$ cat src/clf_pkg.sv
package clf_pkg;

  localparam int POSITION_BITS_DEFAULT = 16;

  localparam int FIELD_POS_BITS  = 16;
  localparam int FIELD_NAME_BITS = 8;

  localparam logic [7:0] CH_SPACE = 8'h20;
  localparam logic [7:0] CH_TAB   = 8'h09;
  localparam logic [7:0] CH_CR    = 8'h0d;
  localparam logic [7:0] CH_LF    = 8'h0a;
  localparam logic [7:0] CH_NUL   = 8'h00;
  localparam logic [7:0] CH_OPEN  = 8'h28;
  localparam logic [7:0] CH_CLOSE = 8'h29;
  localparam logic [7:0] CH_COMMA = 8'h2c;
  localparam logic [7:0] CH_SEMI  = 8'h3b;

  localparam logic KIND_DATA    = 1'b0;
  localparam logic KIND_RESTART = 1'b1;

  typedef struct packed {
    logic                      kind;
    logic [7:0]                data_byte;
    logic [FIELD_POS_BITS-1:0] start_position;
  } in_t;

  typedef struct packed {
    logic [FIELD_POS_BITS-1:0]  frame_start;
    logic [FIELD_POS_BITS-1:0]  frame_length;
    logic [FIELD_NAME_BITS-1:0] name_length;
  } out_t;

  typedef struct packed {
    logic blank;
    logic term;
    logic sep;
    logic open;
    logic close;
  } class_t;

endpackage

$ cat src/clf_classify.sv
module clf_classify import clf_pkg::*; (
  input  logic [7:0] data_byte,
  output class_t     cls
);

  always_comb begin
    cls.blank = (data_byte == CH_SPACE) || (data_byte == CH_TAB) || (data_byte == CH_CR);
    cls.term  = (data_byte == CH_LF) || (data_byte == CH_NUL);
    cls.sep   = (data_byte == CH_COMMA) || (data_byte == CH_SEMI);
    cls.open  = (data_byte == CH_OPEN);
    cls.close = (data_byte == CH_CLOSE);
  end

endmodule

$ cat src/clf_scan.sv
module clf_scan import clf_pkg::*; #(
  parameter int POSITION_BITS = POSITION_BITS_DEFAULT
) (
  input  logic   clk,
  input  logic   rst,
  input  logic   step,
  input  in_t    item,
  output logic   emit,
  output out_t   result
);

  localparam logic [1:0] PH_IDLE    = 2'd0;
  localparam logic [1:0] PH_NAME    = 2'd1;
  localparam logic [1:0] PH_BRACKET = 2'd2;
  localparam logic [1:0] PH_BLANK   = 2'd3;

  localparam int WIDE_BITS = (POSITION_BITS > FIELD_POS_BITS) ? POSITION_BITS : FIELD_POS_BITS;

  logic [1:0]               phase, phase_next;
  logic [POSITION_BITS-1:0] byte_position, byte_position_next;
  logic [POSITION_BITS-1:0] command_start, command_start_next;
  logic [7:0]               name_len_held, name_len_held_next;

  class_t                   cls;
  logic [1:0]               ph;
  logic [POSITION_BITS-1:0] len;
  logic [POSITION_BITS-1:0] emit_len;
  logic [7:0]               emit_name;
  logic [WIDE_BITS-1:0]     start_wide;
  logic [WIDE_BITS-1:0]     len_wide;

  clf_classify u_classify (
    .data_byte (item.data_byte),
    .cls       (cls)
  );

  always_comb begin
    phase_next         = phase;
    command_start_next = command_start;
    name_len_held_next = name_len_held;
    byte_position_next = byte_position + POSITION_BITS'(1);
    len                = byte_position - command_start;
    ph                 = phase;
    emit               = 1'b0;
    emit_len           = len;
    emit_name          = name_len_held;

    if (item.kind == KIND_RESTART) begin
      byte_position_next = POSITION_BITS'(item.start_position);
      command_start_next = POSITION_BITS'(item.start_position);
      name_len_held_next = '0;
      phase_next         = PH_IDLE;
    end else begin
      // In idle, any byte other than a blank, terminator or separator opens a
      // command and is then treated as a name byte.
      if (ph == PH_IDLE && !(cls.blank || cls.term || cls.sep)) begin
        command_start_next = byte_position;
        name_len_held_next = '0;
        ph                 = PH_NAME;
        phase_next         = PH_NAME;
        len                = '0;
      end
      emit_len  = len;
      emit_name = name_len_held_next;
      case (ph)
        PH_NAME: begin
          if (cls.term || cls.sep) begin
            emit       = 1'b1;
            emit_name  = len[7:0];
            phase_next = PH_IDLE;
          end else if (cls.open) begin
            name_len_held_next = len[7:0];
            phase_next         = PH_BRACKET;
          end else if (cls.blank) begin
            name_len_held_next = len[7:0];
            phase_next         = PH_BLANK;
          end
        end
        PH_BRACKET: begin
          if (cls.term) begin
            emit       = 1'b1;
            phase_next = PH_IDLE;
          end else if (cls.close) begin
            // The closing bracket counts toward the command length.
            emit       = 1'b1;
            emit_len   = len + POSITION_BITS'(1);
            phase_next = PH_IDLE;
          end
        end
        PH_BLANK: begin
          if (cls.term || cls.sep) begin
            emit       = 1'b1;
            phase_next = PH_IDLE;
          end
        end
        default: begin
        end
      endcase
    end

    start_wide          = WIDE_BITS'(command_start_next);
    len_wide            = WIDE_BITS'(emit_len);
    result.frame_start  = start_wide[FIELD_POS_BITS-1:0];
    result.frame_length = len_wide[FIELD_POS_BITS-1:0];
    result.name_length  = emit_name;
  end

  always_ff @(posedge clk) begin
    if (rst) begin
      phase         <= PH_IDLE;
      byte_position <= '0;
      command_start <= '0;
      name_len_held <= '0;
    end else if (step) begin
      phase         <= phase_next;
      byte_position <= byte_position_next;
      command_start <= command_start_next;
      name_len_held <= name_len_held_next;
    end
  end

  a_restart_idle: assert property (@(posedge clk) disable iff (rst)
    step && item.kind == KIND_RESTART |=> phase == PH_IDLE && command_start == byte_position)
    else $error("restart did not return the scanner to idle");

  a_no_emit_on_restart: assert property (@(posedge clk) disable iff (rst)
    item.kind == KIND_RESTART |-> !emit)
    else $error("restart produced a frame");

  a_pos_advance: assert property (@(posedge clk) disable iff (rst)
    step && item.kind == KIND_DATA |=> byte_position == $past(byte_position) + POSITION_BITS'(1))
    else $error("byte position did not advance by one");

  a_emit_returns_idle: assert property (@(posedge clk) disable iff (rst)
    step && emit |=> phase == PH_IDLE)
    else $error("scanner stayed in a command after framing it");

endmodule

$ cat src/command_line_framer.sv
// Channel   Direction  Handshake                  Payload
// byte      input      byte_valid / byte_ready    byte_item  (in_t)
// frame     output     frame_valid / frame_ready  frame_item (out_t)
//
// One byte per cycle sustained unless a framing byte waits on a stalled frame; each
// item is taken into the input register, and an item that closes a command writes
// its frame to the frame register as it leaves. The scanner state updates as an
// item leaves the input register. Synchronous reset returns the scanner to idle at
// position zero. A stalled frame holds only items that would frame another command;
// other bytes keep flowing.
module command_line_framer import clf_pkg::*; #(
  parameter int POSITION_BITS = POSITION_BITS_DEFAULT
) (
  input  logic clk,
  input  logic rst,
  input  logic byte_valid,
  output logic byte_ready,
  input  in_t  byte_item,
  output logic frame_valid,
  input  logic frame_ready,
  output out_t frame_item
);

  logic hold_valid;
  in_t  hold_item;
  logic emit;
  out_t result;
  logic frame_free;
  logic step;

  assign frame_free = !frame_valid || frame_ready;
  assign step       = hold_valid && (!emit || frame_free);
  assign byte_ready = !hold_valid || step;

  clf_scan #(
    .POSITION_BITS (POSITION_BITS)
  ) u_scan (
    .clk    (clk),
    .rst    (rst),
    .step   (step),
    .item   (hold_item),
    .emit   (emit),
    .result (result)
  );

  always_ff @(posedge clk) begin
    if (rst) begin
      hold_valid <= 1'b0;
    end else if (byte_ready) begin
      hold_valid <= byte_valid;
    end
  end

  always_ff @(posedge clk) begin
    if (byte_ready && byte_valid) begin
      hold_item <= byte_item;
    end
  end

  always_ff @(posedge clk) begin
    if (rst) begin
      frame_valid <= 1'b0;
    end else if (frame_free) begin
      frame_valid <= step && emit;
    end
  end

  always_ff @(posedge clk) begin
    if (step && emit) begin
      frame_item <= result;
    end
  end

  a_no_overwrite: assert property (@(posedge clk) disable iff (rst)
    frame_valid && !frame_ready |-> !(step && emit))
    else $error("pending frame overwritten");

  a_emit_stall_holds: assert property (@(posedge clk) disable iff (rst)
    hold_valid && emit && frame_valid && !frame_ready |-> !byte_ready)
    else $error("input taken while a framing byte is stalled");

  a_frame_follows_step: assert property (@(posedge clk) disable iff (rst)
    step && emit |=> frame_valid)
    else $error("framed command did not reach the output");

endmodule

$ cat config.mk
export PLATFORM = sky130hd
export DESIGN_NAME = command_line_framer
export DESIGN_NICKNAME = d
export VERILOG_FILES = /design/src/clf_pkg.sv /design/src/clf_classify.sv /design/src/clf_scan.sv /design/src/command_line_framer.sv
export SDC_FILE = /design/constraint.sdc
export NUM_CORES = 1
export LEC_CHECK = 0
export BUFFER_PORTS_ARGS = -buffer_cell sky130_fd_sc_hd__buf_2
export CAP_MARGIN = 5
export CORE_UTILIZATION = 53
export CTS_BUF_LIST = sky130_fd_sc_hd__clkbuf_16
export CTS_CLUSTER_SIZE = 14
export DETAILED_ROUTE_END_ITERATION = 8
export PLACE_DENSITY = 0.76
export SLEW_MARGIN = 40
export SYNTH_ARGS = -nofsm -noshare
export SYNTH_HDL_FRONTEND = slang
export SYNTH_HIERARCHICAL = 1
export SYNTH_SLANG_ARGS = --single-unit
$ cat constraint.sdc
create_clock -name clk -period 4.19 [get_ports clk]
set_input_delay 1.0475 -clock clk [delete_from_list [all_inputs] [get_ports clk]]
set_output_delay 1.0475 -clock clk [all_outputs]
set_load 0.05 [all_outputs]
### After elaboration in Yosys (flattened, before gate mapping)

Cells that the tools add are included.

* register bits after elaboration: 109
* bits in latches: 0
* RAM bits: 0
* memory bits (read-only): 0
* output and inout port bits: 42
* word-level logic and storage cells: 80
* memories: 0

* add/sub/neg operators: 3
* multiply operators: 0
* divide/modulo/power cells: 0
* magnitude comparators: 0
* eq/ne operators: 11
* shift-type cells: 0
* multiplexer cells: 33
* bitwise gates (word level): 0
* reduce and logical (&&, ||, !) cells: 21

Operator list (count)
* $mux W16: 9
* $mux W8: 9
* $eq A8 B6 Y1 const B: 5
* $add A16 B1 Y16 const B: 2
* $eq A8 B4 Y1 const B: 3
* $mux W2: 9
* $sub A16 B16 Y16: 1
* $logic_or A1 B1 Y1: 10
* $logic_not A8 Y1: 1
* $pmux W2 S3: 1
* $eq A2 B2 Y1 const B: 2
* $logic_and A1 B1 Y1: 4
* $logic_not A1 Y1: 4
* $mux W1: 4
* $eq A2 B1 Y1 const B: 1
* $logic_not A2 Y1: 1
* $pmux W1 S2: 1
* $reduce_or A2 Y1: 1

### Depth between registers and ports, before layout

Gate-level depths: netlist of run 1.

* depth after elaboration: 18
* gate-level depth with buffers: 14

### Hierarchy

Netlist of run 1, hierarchy kept.

By module, submodules not included
* clf_scan: times used 1, cells an instance 519, area each 3834.9 sq um, sequential area each 840.8 sq um
* command_line_framer: times used 1, cells an instance 77, area each 2055.7 sq um, sequential area each 1991.9 sq um
* clf_classify: times used 1, cells an instance 17, area each 100.1 sq um, sequential area each 0.0 sq um

### Worst setup path before layout of run 1

No wires, ideal clock.

* kind: register to register
* from: reg hold_item[16] (netlist name)
* to: reg frame_item[0] (netlist name), enable pin
* setup time: 0.437 ns
* arrival: 3.613 ns
* data required time: 3.753 ns
* setup slack: 0.140 ns
* cell stages (with the launch flop): 9
* period minus slack after synthesis: 4.050 ns
* cells stage by stage: edfxtp_1 or4_1 nor4_1 or2_1 buf_2 a21oi_1 nor2_1 nand2_1 nor2_1

RTL lines
* start: declaration: RTL line command_line_framer.sv:25 `in_t hold_item;`
* start signal: assignment: RTL line command_line_framer.sv:56 `hold_item <= byte_item;`
* end signal: assignment: RTL line command_line_framer.sv:70 `frame_item <= result;`
* end: declaration: RTL line command_line_framer.sv:21 `output out_t frame_item`

==> results of run 1 <==
==> layer usage <==
metal	share of wire [%]	vias up	GRT usage, %
met5	0	-	0
met4	2.3	0	9.85
met3	5.5	20	4.34
met2	47	179	38.4
met1	45	2318	32.3
li1	-	2372	-
==> metrics by stage <==
stage | power, uW | worst slack, ns | cell area, um2 | hold WS, ns
floorplan | 1670 | 0.140 | 5990 | 0.457
global placement | 1770 | 0.712 | 6440 | 0.468
detailed placement | 1790 | 0.519 | 6450 | 0.475
CTS | 2680 | 0.132 | 6760 | 0.493
global route | 2790 | 0.0765 | 6770 | 0.532
finish | 2680 | 0.230 | 6770 | 0.495
==> layout make-up <==
class | count | area [um2] | area share [%]
well taps | 140 | 175 | 2.59
clock inverters | 7 | 88.8 | 1.31
flip-flops and latches | 109 | 2830 | 41.9
inverters | 25 | 93.8 | 1.39
clock buffers | 9 | 225 | 3.33
repair buffers | 77 | 418 | 6.18
multi-input cells | 448 | 2930 | 43.3
==> worst paths after layout <==
check | slack, ns | end | start | cells after the start
max | 0.23 | byte_ready | hold_item[16]$_DFFE_PP_ | 7
min | 0.49 | u_scan/name_len_held[5]$_SDFFE_PP0P_ | u_scan/name_len_held[5]$_SDFFE_PP0P_ | 2
min reg2reg | 0.49 | u_scan/name_len_held[5]$_SDFFE_PP0P_ | u_scan/name_len_held[5]$_SDFFE_PP0P_ | 2
max reg2reg | 0.60 | frame_item[23]$_DFFE_PP_ | hold_item[16]$_DFFE_PP_ | 11
==> cells in the final DEF, fill, tap and decap left out, types with 4 or more instances in the layout <==
cell type / n
and2_1: 4
o22ai_1: 6
o21a_1: 4
nor3b_1: 4
nor3_1: 18
nand3_1: 20
edfxtp_1: 65
a211oi_1: 11
nor2b_1: 5
clkbuf_16: 9
ha_1: 17
and3_1: 10
nand4_1: 4
o21ai_1: 6
a31oi_1: 9
o21ai_0: 35
nor2_1: 68
xor2_1: 9
xnor2_1: 8
a21oi_1: 22
a22oi_1: 13
mux2i_1: 29
nand2_1: 63
buf_2: 69
dfxtp_1: 44
a22o_1: 6
inv_1: 23
clkinv_2: 4
buf_4: 7
==> power groups by stage <==
stage	registers [uW]	logic, uW	clock network, uW
final	1220	552	907
after global routing	1220	607	961
after global placement	1240	526	0
after floorplan	1230	438	0
after detailed placement	1240	544	0
after CTS	1220	546	917
==> synthesized netlist by cell type (3+ instances only) <==
| cell type | count | share of area [%] |
|---|---|---|
| nor4_1 | 3 | 0.31 |
| edfxtp_1 | 65 | 33 |
| xor2_1 | 9 | 1.3 |
| clkbuf_1 | 20 | 1.3 |
| dfxtp_1 | 44 | 15 |
| nand4_1 | 4 | 0.42 |
| nand2b_1 | 3 | 0.31 |
| o21ai_1 | 6 | 0.50 |
| nand2_1 | 63 | 3.9 |
| o21a_1 | 4 | 0.50 |
| nor3b_1 | 4 | 0.50 |
| a21o_1 | 3 | 0.38 |
| inv_1 | 23 | 1.4 |
| a31oi_1 | 9 | 0.94 |
| and3_1 | 10 | 1.0 |
| buf_6 | 5 | 0.94 |
| a22oi_1 | 13 | 1.6 |
| nor2b_1 | 5 | 0.52 |
| or3_1 | 3 | 0.31 |
| o22ai_1 | 6 | 0.63 |
| a22o_1 | 6 | 0.88 |
| nor2_1 | 69 | 4.3 |
| and2_1 | 5 | 0.52 |
| xnor2_1 | 8 | 1.2 |
| ha_1 | 17 | 3.6 |
| nor3_1 | 18 | 1.5 |
| a211oi_1 | 11 | 1.4 |
| nand3_1 | 20 | 1.7 |
| a31o_2 | 3 | 0.44 |
| mux2i_1 | 29 | 4.8 |
| a21oi_1 | 22 | 1.8 |
| o31ai_1 | 3 | 0.38 |
| o21ai_0 | 35 | 2.9 |
==> registers in the layout, summed over array words and instances, names as in the netlist <==
name,flops
u_scan/phase,2
hold_valid,1
frame_item,40
u_scan/name_len_held,8
u_scan/command_start,16
u_scan/byte_position,16
hold_item,25
frame_valid,1
==> logic make-up (layout without fill, tap and decap cells) <==
family / Yosys count / count (layout)
compound gates: 150 / 150
flops: 109 / 109
fa+ha+maj: 18 / 18
buf+inv: 56 / 118
simple gates: 232 / 232
xor+xnor: 18 / 18
mux: 30 / 30
==> worst min-delay path, delay by kind of cell, from the launching register on <==
family | cells | cell delay [ns]
AOI/OAI and AO/OA | 1 | 0.06
DFF | 1 | 0.33
and+or+nand+nor | 1 | 0.07
==> timing repair <==
item	CTS	global route
setup endpoints to repair	0	1
gates resized for setup	0	1
setup buffers	0	0
==> flow_summary_export.csv, run 1 <==
group,metric,value,unit
timing,fmax,253,MHz
worst_setup_path,cp-end-kind,"primary output",
logic_synthesis,synth_compound_area_share,17.3,%
logic_synthesis,synth_mux_area_share,5.03,%
worst_setup_path,cpPeakStageDelay,0.57,ns
route,wire_per_inst,16.3,um
logic_synthesis,synth_seq_cells,109,
worst_setup_path,slowest_stage,"or4_1",
global_routing,antenna_found_initial,0,
cts,cts_max_level,3,
power_and_ir_drop,power_frac_seq,45.5,%
route,routed_wl,13.3,mm
logic_synthesis,synth_top_family_by_area,"simple AND/OR/NAND/NOR gates",
route,num_vias,4889,
worst_setup_path,worst_setup_path_start_kind,"flip-flop",
power_and_ir_drop,irDropWorstVdd,0.000250,V
finish,nFillCells,913,
power_and_ir_drop,powerDensity,396,mW/mm2
timing,finalSetupViolCount,0,
timing,final_hold_viol_count,0,
global_routing,grt_pass1_vias,4540,
finish,final_nets,717,
logic_synthesis,yosysWarnings,6,
die,fp.dieArea,0.0117,mm2
power_and_ir_drop,p_sw,753,uW
worst_setup_path,critPathKind,"flip-flop to primary output",
route,vias_per_cell,6.00,
cts,cts_made_buffers,9,
cts,postCtsHoldBufs,0,
global_routing,grt_pass1_wl,21.8,mm
cts,cts_tree,"yes",
logic_synthesis,synth_fa_ha_area_share,3.88,%
die,start_util,54.8,%
cts,clkTransAtPathRegs,0.07,ns
worst_setup_path,path_buf_inv,1,
placed_design,io_buffer_count,70,
logic_synthesis,async_flop_share,0,%
timing,finalCritPeriodShare,94.5,%
timing,drv_slew,0,
route,drc,0,
logic_synthesis,ys_seq_area_share,47.3,%
die,num_rows,38,
timing,worst_pin_slew,0.667,ns
global_routing,grt.total_usage,24.0,%
finish,final_util,61.9,%
logic_synthesis,synthDistinctLibCells,83,
global_routing,grt-ovfl-total,0,
logic_synthesis,netlist_area,0.00599,mm2
finish,area_delta_synth_final,12.9,%
logic_synthesis,synthFlopType,"edfxtp_1",
worst_setup_path,cpLargestDelayFamily,"simple AND/OR/NAND/NOR gates",
cts,root_buffer,"clkbuf_16",
timing,min_period,3.96,ns
logic_synthesis,syn_nets,660,
timing,setup-tns-final,0,ns
finish,final_cell_count_no_fill,815,
finish,layout-drive-gt1-share,18.7,%
logic_synthesis,synthCells,613,
cts,worstSkewPairLatency,0.36,ns
status,status,"completed",
route,ant_nets,0,
timing,rsz0062_at_grt,"false",
power_and_ir_drop,p_sw_share,28.1,%
worst_setup_path,arrival,2.91,ns
worst_setup_path,worstPathRequired,3.14,ns
finish,antenna_cells,0,
timing,slew_headroom,55.5,%
die,die_w,108,um
timing,skew,0.00730,ns
flow_run,maxCapViolations,0,
worst_setup_path,cp_cell_sequence,"or4_1, nor4_1, or2_4, a21oi_1, nor2_1, nand4b_2, buf_2",
die,design.core.area,0.0109,mm2
route,dr.pass1.iters,5,
logic_synthesis,synth-edff-count,65,
route,drtIter0Drc,300,
placed_design,dp.cells,799,
die,die_y,108,um
cts,clock_sinks,109,
global_routing,grt_max_degree,45,
worst_setup_path,crit_fanout,9,
placed_design,dp_hpwl,9.55,mm
power_and_ir_drop,clkPwrFrac,33.9,%
worst_hold_path,hold_class,"flip-flop to flip-flop",
cts,cts_max_path_buffers,2,
power_and_ir_drop,leakage,0.00261,uW
logic_synthesis,synth_xor_area_share,2.76,%
power_and_ir_drop,pwr-share-comb,20.6,%
die,ioPinCount,71,
logic_synthesis,synth_area_per_cell,9.77,um2
placed_design,place.gp.congestion,0.898,
power_and_ir_drop,intPower,1930,uW
logic_synthesis,synth_simple_gate_area_share,19.5,%
Note: power is estimated with default switching activity, not from simulation.
==> run 2, diff against run 1 <==
--- a/config.mk
+++ b/config.mk
@@ -7,11 +7,14 @@
 export LEC_CHECK = 0
 export BUFFER_PORTS_ARGS = -buffer_cell sky130_fd_sc_hd__buf_2
 export CAP_MARGIN = 5
+export CORE_ASPECT_RATIO = 1.4
 export CORE_UTILIZATION = 53
 export CTS_BUF_LIST = sky130_fd_sc_hd__clkbuf_16
 export CTS_CLUSTER_SIZE = 14
 export DETAILED_ROUTE_END_ITERATION = 8
 export PLACE_DENSITY = 0.76
+export REMOVE_ABC_BUFFERS = 1
+export SETUP_SLACK_MARGIN = 0.2
 export SLEW_MARGIN = 40
 export SYNTH_ARGS = -nofsm -noshare
 export SYNTH_HDL_FRONTEND = slang
==> run 2 against run 1 <==
Net effect: critical path depth rose by 1; sequential power barely moved; power fell by 5.5%; via count fell by 0.20%; worst hold slack improved by 0.016 ns; cell count did not move; critical endpoint unchanged; clock power fell by 16%; largest cell class unchanged.
==> flow_summary_export.csv, run 2 (synthesized netlist as in run 1, its figures left out) <==
group,metric,value,unit
cts,root_buffer,"clkbuf_16",
worst_hold_path,holdPathStages,2,
route,wire_per_inst,15.2,um
global_routing,grt_max_degree,49,
finish,final_nets,716,
finish,nFillCells,929,
timing,finalCritPeriodShare,89.4,%
timing,drv_slew,0,
finish,area_delta_synth_final,11.8,%
worst_setup_path,r2r_cells,11,
die,die_w,91.9,um
die,design.core.area,0.0109,mm2
die,fp.dieArea,0.0117,mm2
worst_setup_path,cpLargestDelayFamily,"simple AND/OR/NAND/NOR gates",
timing,skew,0.00739,ns
timing,hold_slack,0.511,ns
status,status,"completed",
timing,worst_pin_slew,0.631,ns
finish,largest_registers,"frame_item x40, hold_item x25",
timing,min_period,3.75,ns
cts,cts_made_buffers,9,
worst_setup_path,critPathKind,"flip-flop to primary output",
worst_setup_path,cp_cell_sequence,"or4_1, nor3_1, o21a_1, or2_4, a21oi_1, nor2_2, nand4b_2, buf_2",
finish,layout-drive-gt1-share,18.7,%
route,drc,0,
global_routing,grt_pass1_wl,20.6,mm
worst_setup_path,crit_fanout,9,
cts,clkTransAtPathRegs,0.07,ns
finish,regArea,0.00283,mm2
route,drtIter0Drc,368,
route,dr.pass1.iters,6,
power_and_ir_drop,powerDensity,378,mW/mm2
cts,clock_sinks,109,
finish,largest_register_ffs,40,
die,die_y,128,um
flow_run,maxCapViolations,0,
cts,worstSkewPairLatency,0.34,ns
power_and_ir_drop,leakage,0.00257,uW
finish,top_register,"frame_item",
timing,finalSetupViolCount,0,
cts,cts_max_level,3,
power_and_ir_drop,irDropWorstVdd,0.000265,V
finish,final_cell_area,0.00670,mm2
timing,fmax,267,MHz
placed_design,place.gp.congestion,0.878,
worst_setup_path,cpPeakStageDelay,0.60,ns
die,num_rows,45,
worst_hold_path,hold_class,"flip-flop to flip-flop",
placed_design,placed_area,0.00642,mm2
finish,most-common-layout-cells,"69 x buf_2, 67 x nor2_1, 65 x edfxtp_1",
route,num_vias,4879,
route,vias_per_cell,5.99,
finish,antenna_cells,0,
placed_design,io_buffer_count,70,
worst_setup_path,cp-end-kind,"primary output",
worst_setup_path,slowest_stage,"or4_1",
global_routing,grt_pass1_vias,4528,
timing,rsz0062_at_grt,"false",
placed_design,dp_hpwl,8.67,mm
timing,slew_headroom,57.9,%
cts,cts_max_path_buffers,2,
die,start_util,54.8,%
worst_setup_path,cp.depth,8,
route,ant_nets,0,
die,ioPinCount,71,
timing,final_hold_viol_count,0,
worst_setup_path,worstPathRequired,3.14,ns
finish,multi_input_area,0.00293,mm2
worst_setup_path,path_buf_inv,1,
global_routing,antenna_found_initial,0,
global_routing,grt-ovfl-total,0,
route,routed_wl,12.4,mm
worst_setup_path,worst_setup_path_start_kind,"flip-flop",
finish,final_common_cell,"buf_2",
cts,cts_tree,"yes",
worst_setup_path,arrival,2.70,ns
global_routing,grt.total_usage,22.0,%
[run 2: worst register-to-register path: cells and delay by family (launching register included)]
| kind | cells | cell delay (ns) |
|---|---|---|
| compound gates | 3 | 0.71 |
| buf+inv | 1 | 0.23 |
| flops | 1 | 0.44 |
| simple gates | 7 | 1.89 |
[run 2: final cells by class]
class / instances / share of cell area (%)
multi-input combinational: 448 / 43.8
sequential: 109 / 42.3
timing repair buffer: 76 / 5.94
clock buffer: 9 / 3.36
tap: 141 / 2.63
inverter: 25 / 1.40
clock inverter: 7 / 0.635
[run 2: per-stage QoR]
| step | setup TNS, ns | total power [uW] | util [%] | setup WS, ns | std cells |
|---|---|---|---|---|---|
| floorplan | -4.63 | 1650 | - | -0.499 | 582 |
| global placement | 0 | 1760 | 58.8 | 0.698 | 799 |
| detailed placement | 0 | 1780 | 58.8 | 0.596 | 799 |
| CTS | 0 | 2540 | 61.2 | 0.224 | 815 |
| global route | 0 | 2650 | 61.3 | 0.282 | 815 |
| finish | 0 | 2530 | 61.3 | 0.444 | 815 |
[run 2: path summary, 6_finish.rpt]
path	start	end	slack (ns)
max reg2reg	hold_item[16]$_DFFE_PP_	frame_item[23]$_DFFE_PP_	0.65
min	u_scan/name_len_held[6]$_SDFFE_PP0P_	u_scan/name_len_held[6]$_SDFFE_PP0P_	0.51
min reg2reg	u_scan/name_len_held[6]$_SDFFE_PP0P_	u_scan/name_len_held[6]$_SDFFE_PP0P_	0.51
max	hold_item[16]$_DFFE_PP_	byte_ready	0.44
[run 2: metal layers]
| layer | part of all wire [%] | track usage (%) | vias up |
|---|---|---|---|
| met1 | 43 | 26.9 | 2287 |
| li1 | - | - | 2376 |
| met5 | 0 | 0 | - |
| met3 | 5.2 | 3.56 | 30 |
| met4 | 2.7 | 11.6 | 0 |
| met2 | 49 | 37.2 | 186 |
[run 2: report_power, final]
part / leakage (uW) / total, uW / switching, uW / internal (uW)
logic: 0.00146 / 550 / 331 / 219
registers: 0.000978 / 1220 / 32.9 / 1180
clock network: 0.000133 / 764 / 364 / 400
[run 2: what timing repair did]
action,CTS,global route
endpoints found under the setup margin,0,3
buffers inserted,0,0
hold buffers,0,0
gates resized for setup,0,3
==> run 3, diff against run 2 <==
--- a/config.mk
+++ b/config.mk
@@ -5,13 +5,13 @@
 export SDC_FILE = /design/constraint.sdc
 export NUM_CORES = 1
 export LEC_CHECK = 0
-export BUFFER_PORTS_ARGS = -buffer_cell sky130_fd_sc_hd__buf_2
 export CAP_MARGIN = 5
 export CORE_ASPECT_RATIO = 1.4
-export CORE_UTILIZATION = 53
+export CORE_UTILIZATION = 58
 export CTS_BUF_LIST = sky130_fd_sc_hd__clkbuf_16
 export CTS_CLUSTER_SIZE = 14
 export DETAILED_ROUTE_END_ITERATION = 8
+export DONT_BUFFER_PORTS = 1
 export PLACE_DENSITY = 0.76
 export REMOVE_ABC_BUFFERS = 1
 export SETUP_SLACK_MARGIN = 0.2
==> constraint.sdc (replaced) <==
create_clock -name clk -period 3.2 [get_ports clk]
set_input_delay 0.8 -clock clk [delete_from_list [all_inputs] [get_ports clk]]
set_output_delay 0.8 -clock clk [all_outputs]
set_load 0.05 [all_outputs]
==> run 3 against run 2 <==
Net effect: the run now ends with negative setup slack left; clock skew up 0.0013 ns; sequential cell count unchanged; first-iteration DRC count up 22%; cell count down 4.3%; sequential power up 31%; sequential share of layout area down 1.2 points; routed wire length up 11%.
==> flow_summary_export.csv, run 3 (synthesized netlist as in run 1, its figures left out) <==
group,metric,value,unit
global_routing,antenna_found_initial,1,
worst_setup_path,cpLargestDelayFamily,"buffers and inverters",
die,num_rows,43,
route,wire_per_inst,17.7,um
finish,final_nets,686,
placed_design,dp_hpwl,8.45,mm
cts,clkTransAtPathRegs,0.07,ns
status,violations,"negative setup slack",
finish,top_register,"frame_item",
power_and_ir_drop,pwr-share-comb,23.5,%
worst_setup_path,path_buf_inv,16,
finish,most-common-layout-cells,"65 x edfxtp_1, 64 x nor2_1, 63 x nand2_1",
cts,clock_sinks,109,
timing,setup_ws,-0.0427,ns
cts,root_buffer,"clkbuf_16",
worst_setup_path,cpPeakStageDelay,0.42,ns
global_routing,grt_pass1_vias,4494,
power_and_ir_drop,leakage,0.00254,uW
die,ioPinCount,71,
timing,min_period,3.24,ns
flow_run,maxCapViolations,0,
timing,drv_slew,0,
finish,final_common_cell,"edfxtp_1",
worst_setup_path,worst_setup_path_start_kind,"flip-flop",
power_and_ir_drop,power.total,3370,uW
timing,skew,0.00864,ns
worst_setup_path,worstPathRequired,3.48,ns
finish,final_util,69.3,%
finish,final_cell_count_no_fill,780,
finish,largest_register_ffs,40,
cts,cts_max_level,3,
worst_setup_path,critPathKind,"flip-flop to flip-flop",
power_and_ir_drop,p_sw,972,uW
worst_setup_path,cp-end-kind,"flip-flop",
worst_setup_path,cp_common_cell,"buf_6",
timing,fmax,308,MHz
timing,finalSetupViolCount,2,
cts,cts_max_path_buffers,2,
cts,cts_tree,"yes",
worst_setup_path,cp_cell_sequence,"buf_6, buf_6, nand3_2, nor4_2, o21a_1, buf_4, buf_6, buf_6, buf_6, buf_6, buf_6, buf_6, buf_6, buf_6, buf_6, buf_6, buf_4, buf_4, buf_4, mux2i_1, a21oi_1, nor2_1, mux2i_1, nor2_1",
placed_design,dp.cells,734,
global_routing,grt-ovfl-total,0,
timing,slew_headroom,57.6,%
die,design.core.area,0.00995,mm2
finish,area_delta_synth_final,15.1,%
timing,finalCritPeriodShare,101,%
cts,cts_made_buffers,9,
finish,largest_registers,"frame_item x40, hold_item x25",
route,ant_nets,0,
worst_setup_path,crit_fanout,4,
route,vias_per_cell,6.31,
power_and_ir_drop,intPower,2400,uW
die,start_util,60.2,%
die,die_w,87.9,um
placed_design,placed_area,0.00618,mm2
power_and_ir_drop,p_sw_share,28.8,%
worst_setup_path,slowest_stage,"edfxtp_1",
power_and_ir_drop,powerDensity,489,mW/mm2
die,fp.dieArea,0.0107,mm2
timing,rsz0062_at_grt,"true",
route,drtIter0Drc,450,
finish,layout-drive-gt1-share,18.3,%
timing,worst_pin_slew,0.636,ns
finish,final_cell_area,0.00690,mm2
power_and_ir_drop,clkPwrFrac,29.2,%
route,dr.pass1.iters,5,
global_routing,grt_max_degree,49,
die,die_y,122,um
global_routing,grt.total_usage,25.1,%
placed_design,io_buffer_count,0,
route,routed_wl,13.8,mm
status,status,"complete, but fails checks",
route,drc,0,
power_and_ir_drop,power_frac_seq,47.3,%
timing,final_hold_viol_count,0,
worst_setup_path,arrival,3.52,ns
power_and_ir_drop,irDropWorstVdd,0.000317,V
cts,worstSkewPairLatency,0.35,ns
route,num_vias,4919,
global_routing,grt_pass1_wl,21.1,mm
worst_hold_path,hold_class,"flip-flop to flip-flop",
placed_design,place.gp.congestion,0.913,
## run 3: changes by cell type in the layout (fill, tap and decap cells not counted), moves of 3 or more
cell     change
buf_6       +15
buf_2       -69
buf_4       +21
nand3_1      -3
buf_12       +3
o21ai_0      -3
nor2_1       -3
nand3_2      +3
## run 3: repair_timing
| action | in CTS | in global routing |
|---|---|---|
| pin swaps | 13 | 12 |
| buffers inserted | 22 | 7 |
| hold buffers | 0 | 0 |
| hold endpoints to repair | 0 | 0 |
| endpoints found under the setup margin | 30 | 19 |
| resized for setup | 19 | 37 |
## run 3: power groups by stage
| stage | sequential, uW | combinational, uW | clock [uW] |
|---|---|---|---|
| finish | 1600 | 791 | 984 |
| global route | 1600 | 865 | 1060 |
| CTS | 1590 | 723 | 1010 |
| detailed placement | 1620 | 702 | 0 |
| global placement | 1620 | 684 | 0 |
| floorplan | 1620 | 538 | 0 |
## run 3: tightest hold or removal path, cell delays in order, from the launching register on
cell     delay (ns)
dfxtp_1        0.33
a22oi_1        0.06
nor2_1         0.07
## run 3: metrics by stage
stage / hold WS, ns / setup slack, ns / TNS, ns
finish: 0.498 / -0.0427 / -0.0657
CTS: 0.504 / 0.0529 / 0
global route: 0.499 / -0.126 / -0.532
detailed placement: 0.484 / 0.00456 / 0
floorplan: 0.457 / -1.49 / -78.86
global placement: 0.466 / 0.0983 / 0
## run 3: final timing paths
| path | startpoint | slack (ns) | cells past startpoint | endpoint |
|---|---|---|---|---|
| max | hold_item[16]$_DFFE_PP_ | -0.04 | 24 | u_scan/phase[1]$_SDFFE_PP0P_ |
| min | u_scan/name_len_held[2]$_SDFFE_PP0P_ | 0.50 | 2 | u_scan/name_len_held[2]$_SDFFE_PP0P_ |
| max reg2reg | hold_item[16]$_DFFE_PP_ | -0.04 | 24 | u_scan/phase[1]$_SDFFE_PP0P_ |
| min reg2reg | u_scan/name_len_held[2]$_SDFFE_PP0P_ | 0.50 | 2 | u_scan/name_len_held[2]$_SDFFE_PP0P_ |
## run 3: area by class of cell
type	instances	area, um2
Clock buffer	9	225
Inverter	25	93.8
Antenna cell	1	2.50
Sequential cell	109	2830
Fill cell	738	3060
Tap cell	135	169
Timing Repair Buffer	46	439
Multi-Input combinational cell	448	3100
Clock inverter	7	36.3
## run 3: metal layers
layer	GRT usage, %	part of all wire [%]	up-vias	routed length [um]
li1	-	-	2317	-
met1	31.8	41	2339	5670
met2	40.9	50	208	6860
met3	4.57	4.6	55	639
met4	12.4	4.4	0	604
met5	0	0	-	0
